==> config.mk <==
export PLATFORM = sky130hd
export DESIGN_NAME = quad8_element_connectivity_unit
export DESIGN_NICKNAME = d
export VERILOG_FILES = /design/src/rtl/core/qec_pkg.sv /design/src/rtl/core/qec_div_cell.sv /design/src/rtl/core/qec_node_calc.sv /design/src/rtl/core/quad8_element_connectivity_unit.sv
export SDC_FILE = /design/constraint.sdc
export NUM_CORES = 2
export LEC_CHECK = 0
export BUFFER_PORTS_ARGS = -buffer_cell sky130_fd_sc_hd__buf_4
export CAP_MARGIN = 20
export CORE_MARGIN = 3
export CORE_UTILIZATION = 69
export CTS_BUF_LIST = sky130_fd_sc_hd__clkbuf_16
export DETAILED_ROUTE_END_ITERATION = 16
export PLACE_DENSITY_LB_ADDON = 0.2
export SKIP_CTS_REPAIR_TIMING = 1
export SYNTH_ARGS = -nofsm -noshare
export SYNTH_HDL_FRONTEND = slang
export SYNTH_SLANG_ARGS = --single-unit
==> constraint.sdc <==
create_clock -name clk -period 74.5 [get_ports clk]
set_input_delay 14.9 -clock clk [delete_from_list [all_inputs] [get_ports clk]]
set_output_delay 14.9 -clock clk [all_outputs]
set_load 0.1 [all_outputs]
==> src/rtl/core/qec_pkg.sv <==
// ----------------------------------------------------------------------------
// qec_pkg: shared definitions for the quad8 element connectivity unit
// Widths, configuration register indexes and the structs that travel
// between the divider cells, the node calculator and the top level.
// ----------------------------------------------------------------------------
package qec_pkg;

  localparam int MAX_SIDE   = 1024;
  localparam int SIDE_W     = 11;
  localparam int IDX_W      = 20;
  localparam int NODE_W     = 22;
  localparam int COL_W      = $clog2(MAX_SIDE);
  localparam int CFG_ADDR_W = 2;
  localparam int DIV_CELLS  = IDX_W;
  localparam int NODE_CNT   = 8;

  // Positions of the node numbers inside a result.
  localparam int N_CORNER_BL = 0;
  localparam int N_CORNER_BR = 1;
  localparam int N_CORNER_TR = 2;
  localparam int N_CORNER_TL = 3;
  localparam int N_MID_B     = 4;
  localparam int N_MID_R     = 5;
  localparam int N_MID_T     = 6;
  localparam int N_MID_L     = 7;

  typedef enum logic [CFG_ADDR_W-1:0] {
    REG_GRID_COLUMNS  = 2'd0,
    REG_GRID_ROWS     = 2'd1,
    REG_PERIODIC_MODE = 2'd2
  } cfg_reg_t;

  // One item on its way down the divider chain.
  typedef struct packed {
    logic              valid;
    logic [IDX_W-1:0]  dividend;
    logic [SIDE_W-1:0] rem;
    logic [IDX_W-1:0]  quot;
  } div_tok_t;

  // One finished result.
  typedef struct packed {
    logic                             valid;
    logic                             index_error;
    logic [NODE_CNT-1:0][NODE_W-1:0]  nodes;
  } node_res_t;

  // A side length of zero is used as one, anything above the limit as the limit.
  function automatic logic [SIDE_W-1:0] clamp_side(input logic [SIDE_W-1:0] v);
    logic [SIDE_W-1:0] r;
    r = v;
    if (v == '0) begin
      r = SIDE_W'(1);
    end else if (v > SIDE_W'(MAX_SIDE)) begin
      r = SIDE_W'(MAX_SIDE);
    end
    return r;
  endfunction

endpackage

==> src/rtl/core/qec_div_cell.sv <==
// ----------------------------------------------------------------------------
// qec_div_cell: one restoring division cell
// Takes the next dividend bit into the partial remainder, subtracts the
// divisor when it fits and shifts one quotient bit in.
// ----------------------------------------------------------------------------
module qec_div_cell
  import qec_pkg::*;
(
  input  logic              clk,
  input  logic              rst_n,
  input  logic              adv,
  input  logic [SIDE_W-1:0] divisor,
  input  div_tok_t          tok_in,
  output div_tok_t          tok_out
);

  logic              valid_r;
  logic [IDX_W-1:0]  dividend_r;
  logic [SIDE_W-1:0] rem_r;
  logic [IDX_W-1:0]  quot_r;

  logic [IDX_W-1:0]  dividend_nxt;
  logic [SIDE_W-1:0] rem_nxt;
  logic [IDX_W-1:0]  quot_nxt;
  logic [SIDE_W:0]   trial;
  logic [SIDE_W:0]   diff;
  logic              take;

  always_comb begin
    trial        = {tok_in.rem, tok_in.dividend[IDX_W-1]};
    diff         = trial - {1'b0, divisor};
    take         = (trial >= {1'b0, divisor});
    rem_nxt      = take ? diff[SIDE_W-1:0] : trial[SIDE_W-1:0];
    dividend_nxt = {tok_in.dividend[IDX_W-2:0], 1'b0};
    quot_nxt     = {tok_in.quot[IDX_W-2:0], take};
  end

  always_ff @(posedge clk) begin
    if (!rst_n) begin
      valid_r <= 1'b0;
    end else if (adv) begin
      valid_r <= tok_in.valid;
    end
  end

  always_ff @(posedge clk) begin
    if (adv) begin
      dividend_r <= dividend_nxt;
      rem_r      <= rem_nxt;
      quot_r     <= quot_nxt;
    end
  end

  assign tok_out = '{valid: valid_r, dividend: dividend_r, rem: rem_r, quot: quot_r};

endmodule

==> src/rtl/core/qec_node_calc.sv <==
// ----------------------------------------------------------------------------
// qec_node_calc: node numbering from column and row
// Three stages: range check and products, row offsets and block bases,
// then the final sums with zeroing of out-of-range items.
// ----------------------------------------------------------------------------
module qec_node_calc
  import qec_pkg::*;
(
  input  logic              clk,
  input  logic              rst_n,
  input  logic              adv,
  input  logic [SIDE_W-1:0] nx,
  input  logic [SIDE_W-1:0] ny,
  input  logic              periodic,
  input  div_tok_t          tok_in,
  output node_res_t         res
);

  // Stage 1
  logic              p1_valid_r, p1_err_r, p1_wrap_r;
  logic [SIDE_W-1:0] p1_i_r, p1_i1_r, p1_w_r;
  logic [NODE_W-1:0] p1_jw_r, p1_jnx_r, p1_prod_a_r, p1_prod_b_r;

  logic              p1_err_nxt, p1_wrap_nxt;
  logic [SIDE_W-1:0] p1_i1_nxt, p1_w_nxt, i_inc, j_inc;
  logic [COL_W-1:0]  j;
  logic [NODE_W-1:0] p1_jw_nxt, p1_jnx_nxt, p1_prod_a_nxt, p1_prod_b_nxt, nxny;

  always_comb begin
    j             = tok_in.quot[COL_W-1:0];
    p1_err_nxt    = (tok_in.quot >= IDX_W'(ny));
    i_inc         = tok_in.rem + SIDE_W'(1);
    j_inc         = SIDE_W'(j) + SIDE_W'(1);
    p1_i1_nxt     = (periodic && (i_inc == nx)) ? '0 : i_inc;
    p1_wrap_nxt   = periodic && (j_inc == ny);
    p1_w_nxt      = periodic ? nx : nx + SIDE_W'(1);
    p1_jw_nxt     = NODE_W'(j) * NODE_W'(p1_w_nxt);
    p1_jnx_nxt    = NODE_W'(j) * NODE_W'(nx);
    nxny          = NODE_W'(nx) * NODE_W'(ny);
    p1_prod_a_nxt = periodic ? nxny
                             : NODE_W'(nx + SIDE_W'(1)) * NODE_W'(ny + SIDE_W'(1));
    p1_prod_b_nxt = periodic ? nxny : NODE_W'(nx) * NODE_W'(ny + SIDE_W'(1));
  end

  // Stage 2
  logic              p2_valid_r, p2_err_r;
  logic [SIDE_W-1:0] p2_i_r, p2_i1_r;
  logic [NODE_W-1:0] p2_jw_r, p2_jnx_r, p2_j1w_r, p2_j1nx_r, p2_xb_r, p2_yb_r;
  logic [NODE_W-1:0] p2_j1w_nxt, p2_j1nx_nxt, p2_yb_nxt;

  always_comb begin
    p2_j1w_nxt  = p1_wrap_r ? '0 : p1_jw_r + NODE_W'(p1_w_r);
    p2_j1nx_nxt = p1_wrap_r ? '0 : p1_jnx_r + NODE_W'(nx);
    p2_yb_nxt   = p1_prod_a_r + p1_prod_b_r;
  end

  // Stage 3
  logic                            p3_valid_r, p3_err_r;
  logic [NODE_CNT-1:0][NODE_W-1:0] p3_nodes_r, p3_nodes_nxt;
  logic [NODE_W-1:0]               i_ext, i1_ext;

  always_comb begin
    i_ext  = NODE_W'(p2_i_r);
    i1_ext = NODE_W'(p2_i1_r);
    p3_nodes_nxt[N_CORNER_BL] = p2_jw_r + i_ext;
    p3_nodes_nxt[N_CORNER_BR] = p2_jw_r + i1_ext;
    p3_nodes_nxt[N_CORNER_TR] = p2_j1w_r + i1_ext;
    p3_nodes_nxt[N_CORNER_TL] = p2_j1w_r + i_ext;
    p3_nodes_nxt[N_MID_B]     = p2_xb_r + p2_jnx_r + i_ext;
    p3_nodes_nxt[N_MID_R]     = p2_yb_r + p2_jw_r + i1_ext;
    p3_nodes_nxt[N_MID_T]     = p2_xb_r + p2_j1nx_r + i_ext;
    p3_nodes_nxt[N_MID_L]     = p2_yb_r + p2_jw_r + i_ext;
    if (p2_err_r) begin
      p3_nodes_nxt = '0;
    end
  end

  always_ff @(posedge clk) begin
    if (!rst_n) begin
      p1_valid_r <= 1'b0;
      p2_valid_r <= 1'b0;
      p3_valid_r <= 1'b0;
    end else if (adv) begin
      p1_valid_r <= tok_in.valid;
      p2_valid_r <= p1_valid_r;
      p3_valid_r <= p2_valid_r;
    end
  end

  always_ff @(posedge clk) begin
    if (adv) begin
      p1_err_r    <= p1_err_nxt;
      p1_wrap_r   <= p1_wrap_nxt;
      p1_i_r      <= tok_in.rem;
      p1_i1_r     <= p1_i1_nxt;
      p1_w_r      <= p1_w_nxt;
      p1_jw_r     <= p1_jw_nxt;
      p1_jnx_r    <= p1_jnx_nxt;
      p1_prod_a_r <= p1_prod_a_nxt;
      p1_prod_b_r <= p1_prod_b_nxt;

      p2_err_r    <= p1_err_r;
      p2_i_r      <= p1_i_r;
      p2_i1_r     <= p1_i1_r;
      p2_jw_r     <= p1_jw_r;
      p2_jnx_r    <= p1_jnx_r;
      p2_j1w_r    <= p2_j1w_nxt;
      p2_j1nx_r   <= p2_j1nx_nxt;
      p2_xb_r     <= p1_prod_a_r;
      p2_yb_r     <= p2_yb_nxt;

      p3_err_r    <= p2_err_r;
      p3_nodes_r  <= p3_nodes_nxt;
    end
  end

  assign res = '{valid: p3_valid_r, index_error: p3_err_r, nodes: p3_nodes_r};

endmodule

==> src/rtl/core/quad8_element_connectivity_unit.sv <==
// ----------------------------------------------------------------------------
// quad8_element_connectivity_unit: 8-node quad element connectivity
// Maps an element index on a structured grid to its four corner and four
// mid-side node numbers, in plain or periodic numbering.
// ----------------------------------------------------------------------------
//
//   Channel   Handshake            Payload
//   -------   ------------------   ------------------------------------------
//   input     in_valid / in_stall  in_element_index (20 bits)
//   result    out_valid/out_stall  eight 22-bit node numbers, out_index_error
//   config    cfg_write_en         cfg_index (2 bits), cfg_data (11 bits)
//
// One item is taken per cycle while in_stall is low; the edge that accepts
// an item loads it into the first of 20 divider cells, and 3 node stages and
// the output register follow before its result shows on the output.
// The divider chain resolves one quotient bit per cell.
// rst_n is synchronous and active low; it empties the pipeline and sets the
// grid to one by one elements in plain numbering.
// The whole pipeline holds only when a result is waiting in the output
// register, the far side stalls, and the next result is already at the tail;
// bubbles are squeezed out otherwise.
//
// The element index is divided by the column count in a chain of restoring
// division cells. The remainder is the column and the quotient the row. An
// index is out of range exactly when the row reaches the row count, so no
// product of the two sides is needed for the range check. The node stages
// then form the row offsets and the base of each node block with small
// multipliers and finish with the sums. Side lengths are clamped to the
// range one to MAX_SIDE before use.
// ----------------------------------------------------------------------------
module quad8_element_connectivity_unit
  import qec_pkg::*;
(
  input  logic                  clk,
  input  logic                  rst_n,

  input  logic                  cfg_write_en,
  input  logic [CFG_ADDR_W-1:0] cfg_index,
  input  logic [SIDE_W-1:0]     cfg_data,

  input  logic                  in_valid,
  output logic                  in_stall,
  input  logic [IDX_W-1:0]      in_element_index,

  output logic                  out_valid,
  input  logic                  out_stall,
  output logic [NODE_W-1:0]     out_corner_bottom_left,
  output logic [NODE_W-1:0]     out_corner_bottom_right,
  output logic [NODE_W-1:0]     out_corner_top_right,
  output logic [NODE_W-1:0]     out_corner_top_left,
  output logic [NODE_W-1:0]     out_mid_bottom,
  output logic [NODE_W-1:0]     out_mid_right,
  output logic [NODE_W-1:0]     out_mid_top,
  output logic [NODE_W-1:0]     out_mid_left,
  output logic                  out_index_error
);

  // Configuration registers. The user must issue writes only while the block is idle,
  // so every item in flight sees the same grid; the block itself does not enforce this.
  logic [SIDE_W-1:0] grid_columns_r;
  logic [SIDE_W-1:0] grid_rows_r;
  logic              periodic_mode_r;

  always_ff @(posedge clk) begin
    if (!rst_n) begin
      grid_columns_r  <= SIDE_W'(1);
      grid_rows_r     <= SIDE_W'(1);
      periodic_mode_r <= 1'b0;
    end else if (cfg_write_en) begin
      case (cfg_reg_t'(cfg_index))
        REG_GRID_COLUMNS:  grid_columns_r  <= cfg_data;
        REG_GRID_ROWS:     grid_rows_r     <= cfg_data;
        REG_PERIODIC_MODE: periodic_mode_r <= cfg_data[0];
        default:           ;
      endcase
    end
  end

  logic [SIDE_W-1:0] nx;
  logic [SIDE_W-1:0] ny;

  assign nx = clamp_side(grid_columns_r);
  assign ny = clamp_side(grid_rows_r);

  // Global advance. Everything moves unless a finished result would have
  // nowhere to go.
  node_res_t res;
  logic      out_valid_r;
  logic      adv;
  logic      out_load;

  assign adv      = !(out_valid_r && out_stall && res.valid);
  assign in_stall = !adv;
  assign out_load = !out_valid_r || !out_stall;

  // Divider chain: each cell resolves one quotient bit, most significant first.
  div_tok_t tok [DIV_CELLS+1];

  assign tok[0] = '{valid: in_valid, dividend: in_element_index, rem: '0, quot: '0};

  for (genvar g = 0; g < DIV_CELLS; g++) begin : g_div
    qec_div_cell u_cell (
      .clk     (clk),
      .rst_n   (rst_n),
      .adv     (adv),
      .divisor (nx),
      .tok_in  (tok[g]),
      .tok_out (tok[g+1])
    );
  end

  qec_node_calc u_node_calc (
    .clk      (clk),
    .rst_n    (rst_n),
    .adv      (adv),
    .nx       (nx),
    .ny       (ny),
    .periodic (periodic_mode_r),
    .tok_in   (tok[DIV_CELLS]),
    .res      (res)
  );

  // Output register. It takes a new result (or a bubble) whenever it is
  // empty or its current result is being taken.
  logic [NODE_CNT-1:0][NODE_W-1:0] out_nodes_r;
  logic                            out_error_r;

  always_ff @(posedge clk) begin
    if (!rst_n) begin
      out_valid_r <= 1'b0;
    end else if (out_load) begin
      out_valid_r <= res.valid;
    end
  end

  always_ff @(posedge clk) begin
    if (out_load) begin
      out_nodes_r <= res.nodes;
      out_error_r <= res.index_error;
    end
  end

  assign out_valid               = out_valid_r;
  assign out_index_error         = out_error_r;
  assign out_corner_bottom_left  = out_nodes_r[N_CORNER_BL];
  assign out_corner_bottom_right = out_nodes_r[N_CORNER_BR];
  assign out_corner_top_right    = out_nodes_r[N_CORNER_TR];
  assign out_corner_top_left     = out_nodes_r[N_CORNER_TL];
  assign out_mid_bottom          = out_nodes_r[N_MID_B];
  assign out_mid_right           = out_nodes_r[N_MID_R];
  assign out_mid_top             = out_nodes_r[N_MID_T];
  assign out_mid_left            = out_nodes_r[N_MID_L];

  // The input side is held back only by a blocked output.
  a_stall_cause: assert property (@(posedge clk) disable iff (!rst_n)
    in_stall |-> (out_valid_r && out_stall))
    else $error("input stalled while the output register can move");

  // A result held at the pipeline tail is still there in the next cycle.
  a_tail_kept: assert property (@(posedge clk) disable iff (!rst_n)
    (out_valid_r && out_stall && res.valid) |=> res.valid)
    else $error("result at the pipeline tail was dropped");

  // An out-of-range element carries no node numbers.
  a_error_zero: assert property (@(posedge clk) disable iff (!rst_n)
    (out_valid_r && out_error_r) |-> (out_nodes_r == '0))
    else $error("out-of-range result has nonzero node numbers");

  // A result that is waiting does not lose its valid or change its node numbers.
  a_out_kept: assert property (@(posedge clk) disable iff (!rst_n)
    (out_valid_r && out_stall) |=> (out_valid_r && $stable(out_nodes_r)))
    else $error("stalled result changed");

endmodule

Yosys cells after proc, flatten, opt, wreduce, memory -nomap -nowiden
Index checks and enable logic that the tools add are counted.
Cells by class
  reductions and logical operators: 13
  muxes and demuxes: 27
  add/sub/neg operators: 39
  magnitude comparators: 23
  eq/ne operators: 4
  $mul: 5
Operators by type and width (count)
  $mux W11: 24
  $ge A12 B11 Y1: 19
  $sub A11 B11 Y11: 19
  $add A22 B11 Y22: 6
  $add A21 B11 Y22: 4
  $add A22 B21 Y22: 2
  $add A22 B22 Y22: 2
  $mux W22: 2
  $mul A10 B11 Y21: 2
  $add A11 B1 Y12 const B: 2
  $add A11 B1 Y11 const B: 2
  $eq A11 B11 Y1: 2
  $gt A11 B11 Y1 const B: 2
  $logic_not A11 Y1: 2
  $mul A11 B11 Y22: 1
  $mul A11 B22 Y22: 1
  $mul A22 B22 Y22: 1
  $ge A20 B11 Y1: 1
  $add A10 B1 Y11 const B: 1
  $ge A1 B11 Y1: 1
  $sub A1 B11 Y11: 1
  $reduce_and A2 Y1: 3
  $logic_and A1 B1 Y1: 4
  $eq A2 B1 Y1 const B: 1
  other kinds (5): 6
Storage, ports and cells
  output and inout bits: 179
  word-level logic and storage cells: 234
  register bits: 1295
  bits of input ports: 38

Logic depth before layout (Yosys ltp)
  depth after elaboration: 6
  gate-level depth with buffers: 32
  gate-level depth less buffers: 29

By module
A second synthesis with hierarchy kept.
Second synthesis, totals
  cells, all modules: 8215
  area total of the unflattened synthesis: 98289.3 µm²
Modules (own cells, without submodules)
  qec_div_cell: cells an instance 166, area each 2311.0 µm², seq. area each 1521.5 µm², instances 20
  qec_node_calc: cells an instance 4603, area each 45636.3 µm², seq. area each 13603.0 µm², instances 1
  quad8_element_connectivity_unit: cells an instance 292, area each 6433.7 µm², seq. area each 5795.6 µm², instances 1

Least setup slack after synthesis
No wires, ideal clock.
  kind: input to register
  start point: in out_stall
  end point: reg g_div[0].u_cell.dividend_r[10], enable pin
  data arrival time: 43.991 ns
  path slack: 28.656 ns
  stages: 2
  data required time: 72.647 ns
  buffers on the path: 1
  cell sequence: nand3_1 clkbuf_1
On the way
  longest elaborated chain between the ends: 2
Ends and longest elaborated chain
  from (decl): line quad8_element_connectivity_unit.sv:46  | input logic out_stall,
  $logic_and A1 B1 Y1 (2 in a row): line quad8_element_connectivity_unit.sv:92  | assign adv = !(out_valid_r && out_stall && res.valid);
  to (signal assigned): line qec_div_cell.sv:48  | dividend_r <= dividend_nxt;
  to (decl): line qec_div_cell.sv:18  | logic [IDX_W-1:0] dividend_r;
Every way passes these cells.
A chain may end at the register's enable or synchronous reset.

Worst setup path after layout
  start point: in out_stall
  end point: out in_stall
On the way
  longest elaborated chain between the ends: 2
Ends and longest elaborated chain
  $logic_and A1 B1 Y1 (2 in a row): line quad8_element_connectivity_unit.sv:92
  to (decl): line quad8_element_connectivity_unit.sv:42  | output logic in_stall,
Every way passes these cells.

==> results.md <==
Logic synthesis:
- The synthesized design devotes to its leading area cell type 45.4% of total area.
- For this run, asynchronously set or reset flops after synthesis account for 0%.
- After technology mapping, the gate count stands at 7220.
- The post-synthesis cell type count is between 80 and 90.
- In the post-synthesis netlist, the biggest area contributors are edfxtp_1 45%, fa_1 11%, ha_1 11%, inv_1 3.7%, nand2_1 3.0%.
- The share of the yosys chip area belonging to registers is 46.6%.
- For this run, the leading register cell type out of synthesis is edfxtp_1.
- The post-synthesis area per instance is approximately 11 um2.
- The warning count from the yosys run is 0.
- The synthesized design contains 1295 register bits.
- The post-synthesis instance area is 82500 um2.
- The synthesized design spends more area on one cell type than any other, namely edfxtp_1.
- The number of enable-type register cells in the synthesized netlist is between 1000 and 1500.

Global routing:
- The global routing usage summed across all routing layers is 30.9%.
- The first-pass GRT wire length is 296000 um.
- The number of antenna violations at the first check in global routing is 3.
- The via count of the first global-routing pass is 55800.
- Entering global routing, the biggest net connects 191 pins.
- For this run the aggregate overflow at the end of global routing stands at 0.

Timing:
- On the final layout, the worst clock skew is between 0.04 and 0.05 ns.
- The headroom to the max-slew limit is 21.6%.
- The count of endpoints failing hold in the final timing report came to 0.
- Summed over all failing endpoints, the final setup total negative slack is 0 ns.
- Setup violations remaining at the end of the flow were counted as 0.
- The final clock period utilization by the worst path is a little over two fifths.
- Across all hold checks on the routed design, the worst slack comes to 0.397 ns.
- The slew of the pin with the lowest slew margin is 1.17 ns.
- The minimum clock period is 31.69 ns.
- The max-slew violation count came to 0.
- Derived from the worst setup path, the maximum achievable clock frequency is roughly 0.032 GHz.
- Setup repair after global routing left no endpoint under its margin.

Critical path:
- The worst setup path is launched from a primary input.
- In this run the worst path has a maximum fanout of 52.
- The worst setup path is of the primary input to primary output kind.
- The worst setup path is captured at a primary output.
- The data required time at the worst endpoint is 59.60 ns.
- The data arrival time of the critical path is 16.79 ns.

Clock network:
- The H-tree was split into 4 levels.
- TritonCTS built the clock tree.
- The number of clock buffers added by TritonCTS is 134.
- The tree is rooted in a clkbuf_16.
- The clock transition at the register clock pins on the worst setup and hold paths after CTS is ~0.060 ns.
- The clock reaches the later pin of the worst-skew pair after 0.77 ns.
- In this run the deepest clock path goes through 3 buffers.
- The total clock sinks is 1295.

Power:
- For this design the total switching power over the nets is 0.00128 W.
- In this run switching power makes up between 30% and 40% of total power.
- Summed over all cells, the static leakage comes to 39.9 nW.
- Registers are responsible for 34.1% of the overall power.
- Combinational logic burns 46.0% of the power.
- Internal power comes to 0.00205 W.
- The share of total power dissipated in the clock network is between 10% and 20%.
- The worst-case IR drop observed on VDD is 0.0312 mV.
- The ratio of total power to cell area is roughly 37 nW/um2.

Detailed routing:
- Using the TritonRoute via totals, the vias-per-cell ratio works out to 5.99.
- After detailed routing, the number of remaining DRC violations is 0.
- The number of nets still failing antenna checks after routing is 0.
- The wire length per cell after detailed routing is 20.4 um.
- The final route contains roughly 55000 vias.
- For this block, the routed nets add up to 188000 um of wire.
- For this run, the detailed router's first-pass iteration total came to 6.
- The first routing iteration left approximately 4400 violations.

Placement:
- Routability-driven placement finished with a final weighted congestion of 0.954.
- Port buffering added 216 buffers.
- The placed cell area is 86300 um2.
- After legalization and detailed placement, the total HPWL measured 134000 um.

Floorplanning:
- The die covers 124000 um2.
- The starting density of the core is 69.7%.
- The placeable core region is 118000 um2.
- The count of standard-cell rows is 126.
- 217 I/O pins were placed.
- The die is 352 um tall.
- The floorplan step set the die width to around 350 um.

Cells and area:
- The area occupied by registers is around 38000 um2.
- The library cell used most frequently in the layout, excluding fill and tap cells, is edfxtp_1.
- In the layout the commonest cells are 1248 x edfxtp_1, 845 x inv_1, 699 x ha_1, 650 x nand2_1, 623 x nor2_1.
- After routing the design area is 90900 um2.
- The count of fill cells added during filler insertion is about 7400.
- The count of nets after finishing is ~8700.
- The area of the multi-input gates is 40400 um2.
- The share of post-route cells with drive strength above 1 is 9.37%.
- Compared with the post-synthesis result, the final layout area differs by 10.2%.

Run:
- Across the run, the number of max-cap violations was 0.

Outcome:
- The flow ran to the end, and the final reports show no timing, DRC or antenna violations.

Hold path:
- The tightest min-delay check is of the register to register type.
==> cell type report <==
type	instances	area share, %
Clock buffer	134	3.69
Timing Repair Buffer	315	2.67
Sequential cell	1295	42.3
Tap cell	1600	2.20
Antenna cell	1	0.00275
Inverter	826	3.41
Clock inverter	113	1.27
Multi-Input combinational cell	4941	44.5
==> sequential cells by signal (all words and copies together) (netlist names), 176 cells and up <==
name                     count
g_div.u_cell.rem_r         220
g_div.u_cell.quot_r        210
g_div.u_cell.dividend_r    190
u_node_calc.res            176
==> synthesized netlist by cell type (134+ instances only) <==
cell	count
xor2_1	137
nor2b_1	134
xnor2_1	225
nand3_1	141
clkbuf_1	142
a21oi_1	225
o21ai_0	288
mux2_2	155
ha_1	699
nor2_1	623
nor3_1	139
inv_1	818
nand2_1	654
fa_1	460
edfxtp_1	1248
==> final timing paths <==
check / start / end / slack (ns) / depth (start not counted)
min reg2reg: u_node_calc.res[174] / out_mid_left[20] / 0.40 / 0
max: out_stall / in_stall / 42.81 / 4
min: u_node_calc.res[174] / out_mid_left[20] / 0.40 / 0
max reg2reg: grid_columns_r[10] / u_node_calc.p1_prod_a_r[21] / 64.11 / 28
==> power groups by stage <==
| stage | registers (W) | clock network, W | logic [W] |
|---|---|---|---|
| finish | 0.00114 | 0.000664 | 0.00153 |
| global route | 0.00115 | 0.000705 | 0.00171 |
| CTS | 0.00113 | 0.000677 | 0.00152 |
| detailed placement | 0.00115 | 0 | 0.00149 |
| global placement | 0.00114 | 0 | 0.00144 |
| floorplan | 0.00109 | 0 | 0.00116 |
==> layer usage <==
layer  global-route usage [%]  wire (um)  vias up  part of all wire, %
met2                     51.6      90500     2226                   48
met4                     17.3      11500        2                  6.1
met5                        0         34        -                0.018
met3                     5.14      13300      576                  7.1
met1                     38.5      72500    26800                   39
li1                         -          -    25700                    -
==> kinds of logic after synthesis <==
logic type	synth area share (%)
xor+xnor	3.86
flops	46.6
mux	3.24
other cells	0.00910
buf+inv	4.65
fa+ha+maj	21.8
compound gates	7.79
simple gates	12.1
==> through the flow <==
stage	utilization [%]	cells	setup WS (ns)	power (W)
after floorplan	-	7248	28.66	0.00225
after global placement	72.9	8971	42.81	0.00258
after detailed placement	72.9	8973	42.79	0.00264
after CTS	76.7	9220	42.78	0.00333
after global routing	76.8	9224	42.60	0.00356
final	76.8	9225	42.81	0.00333
==> critical path, stage by stage <==
cell and delay (ns):
buf_4 0.12, nand3_4 0.53, inv_1 0.81, buf_4 0.41
Power figures use the tool's default switching activity.
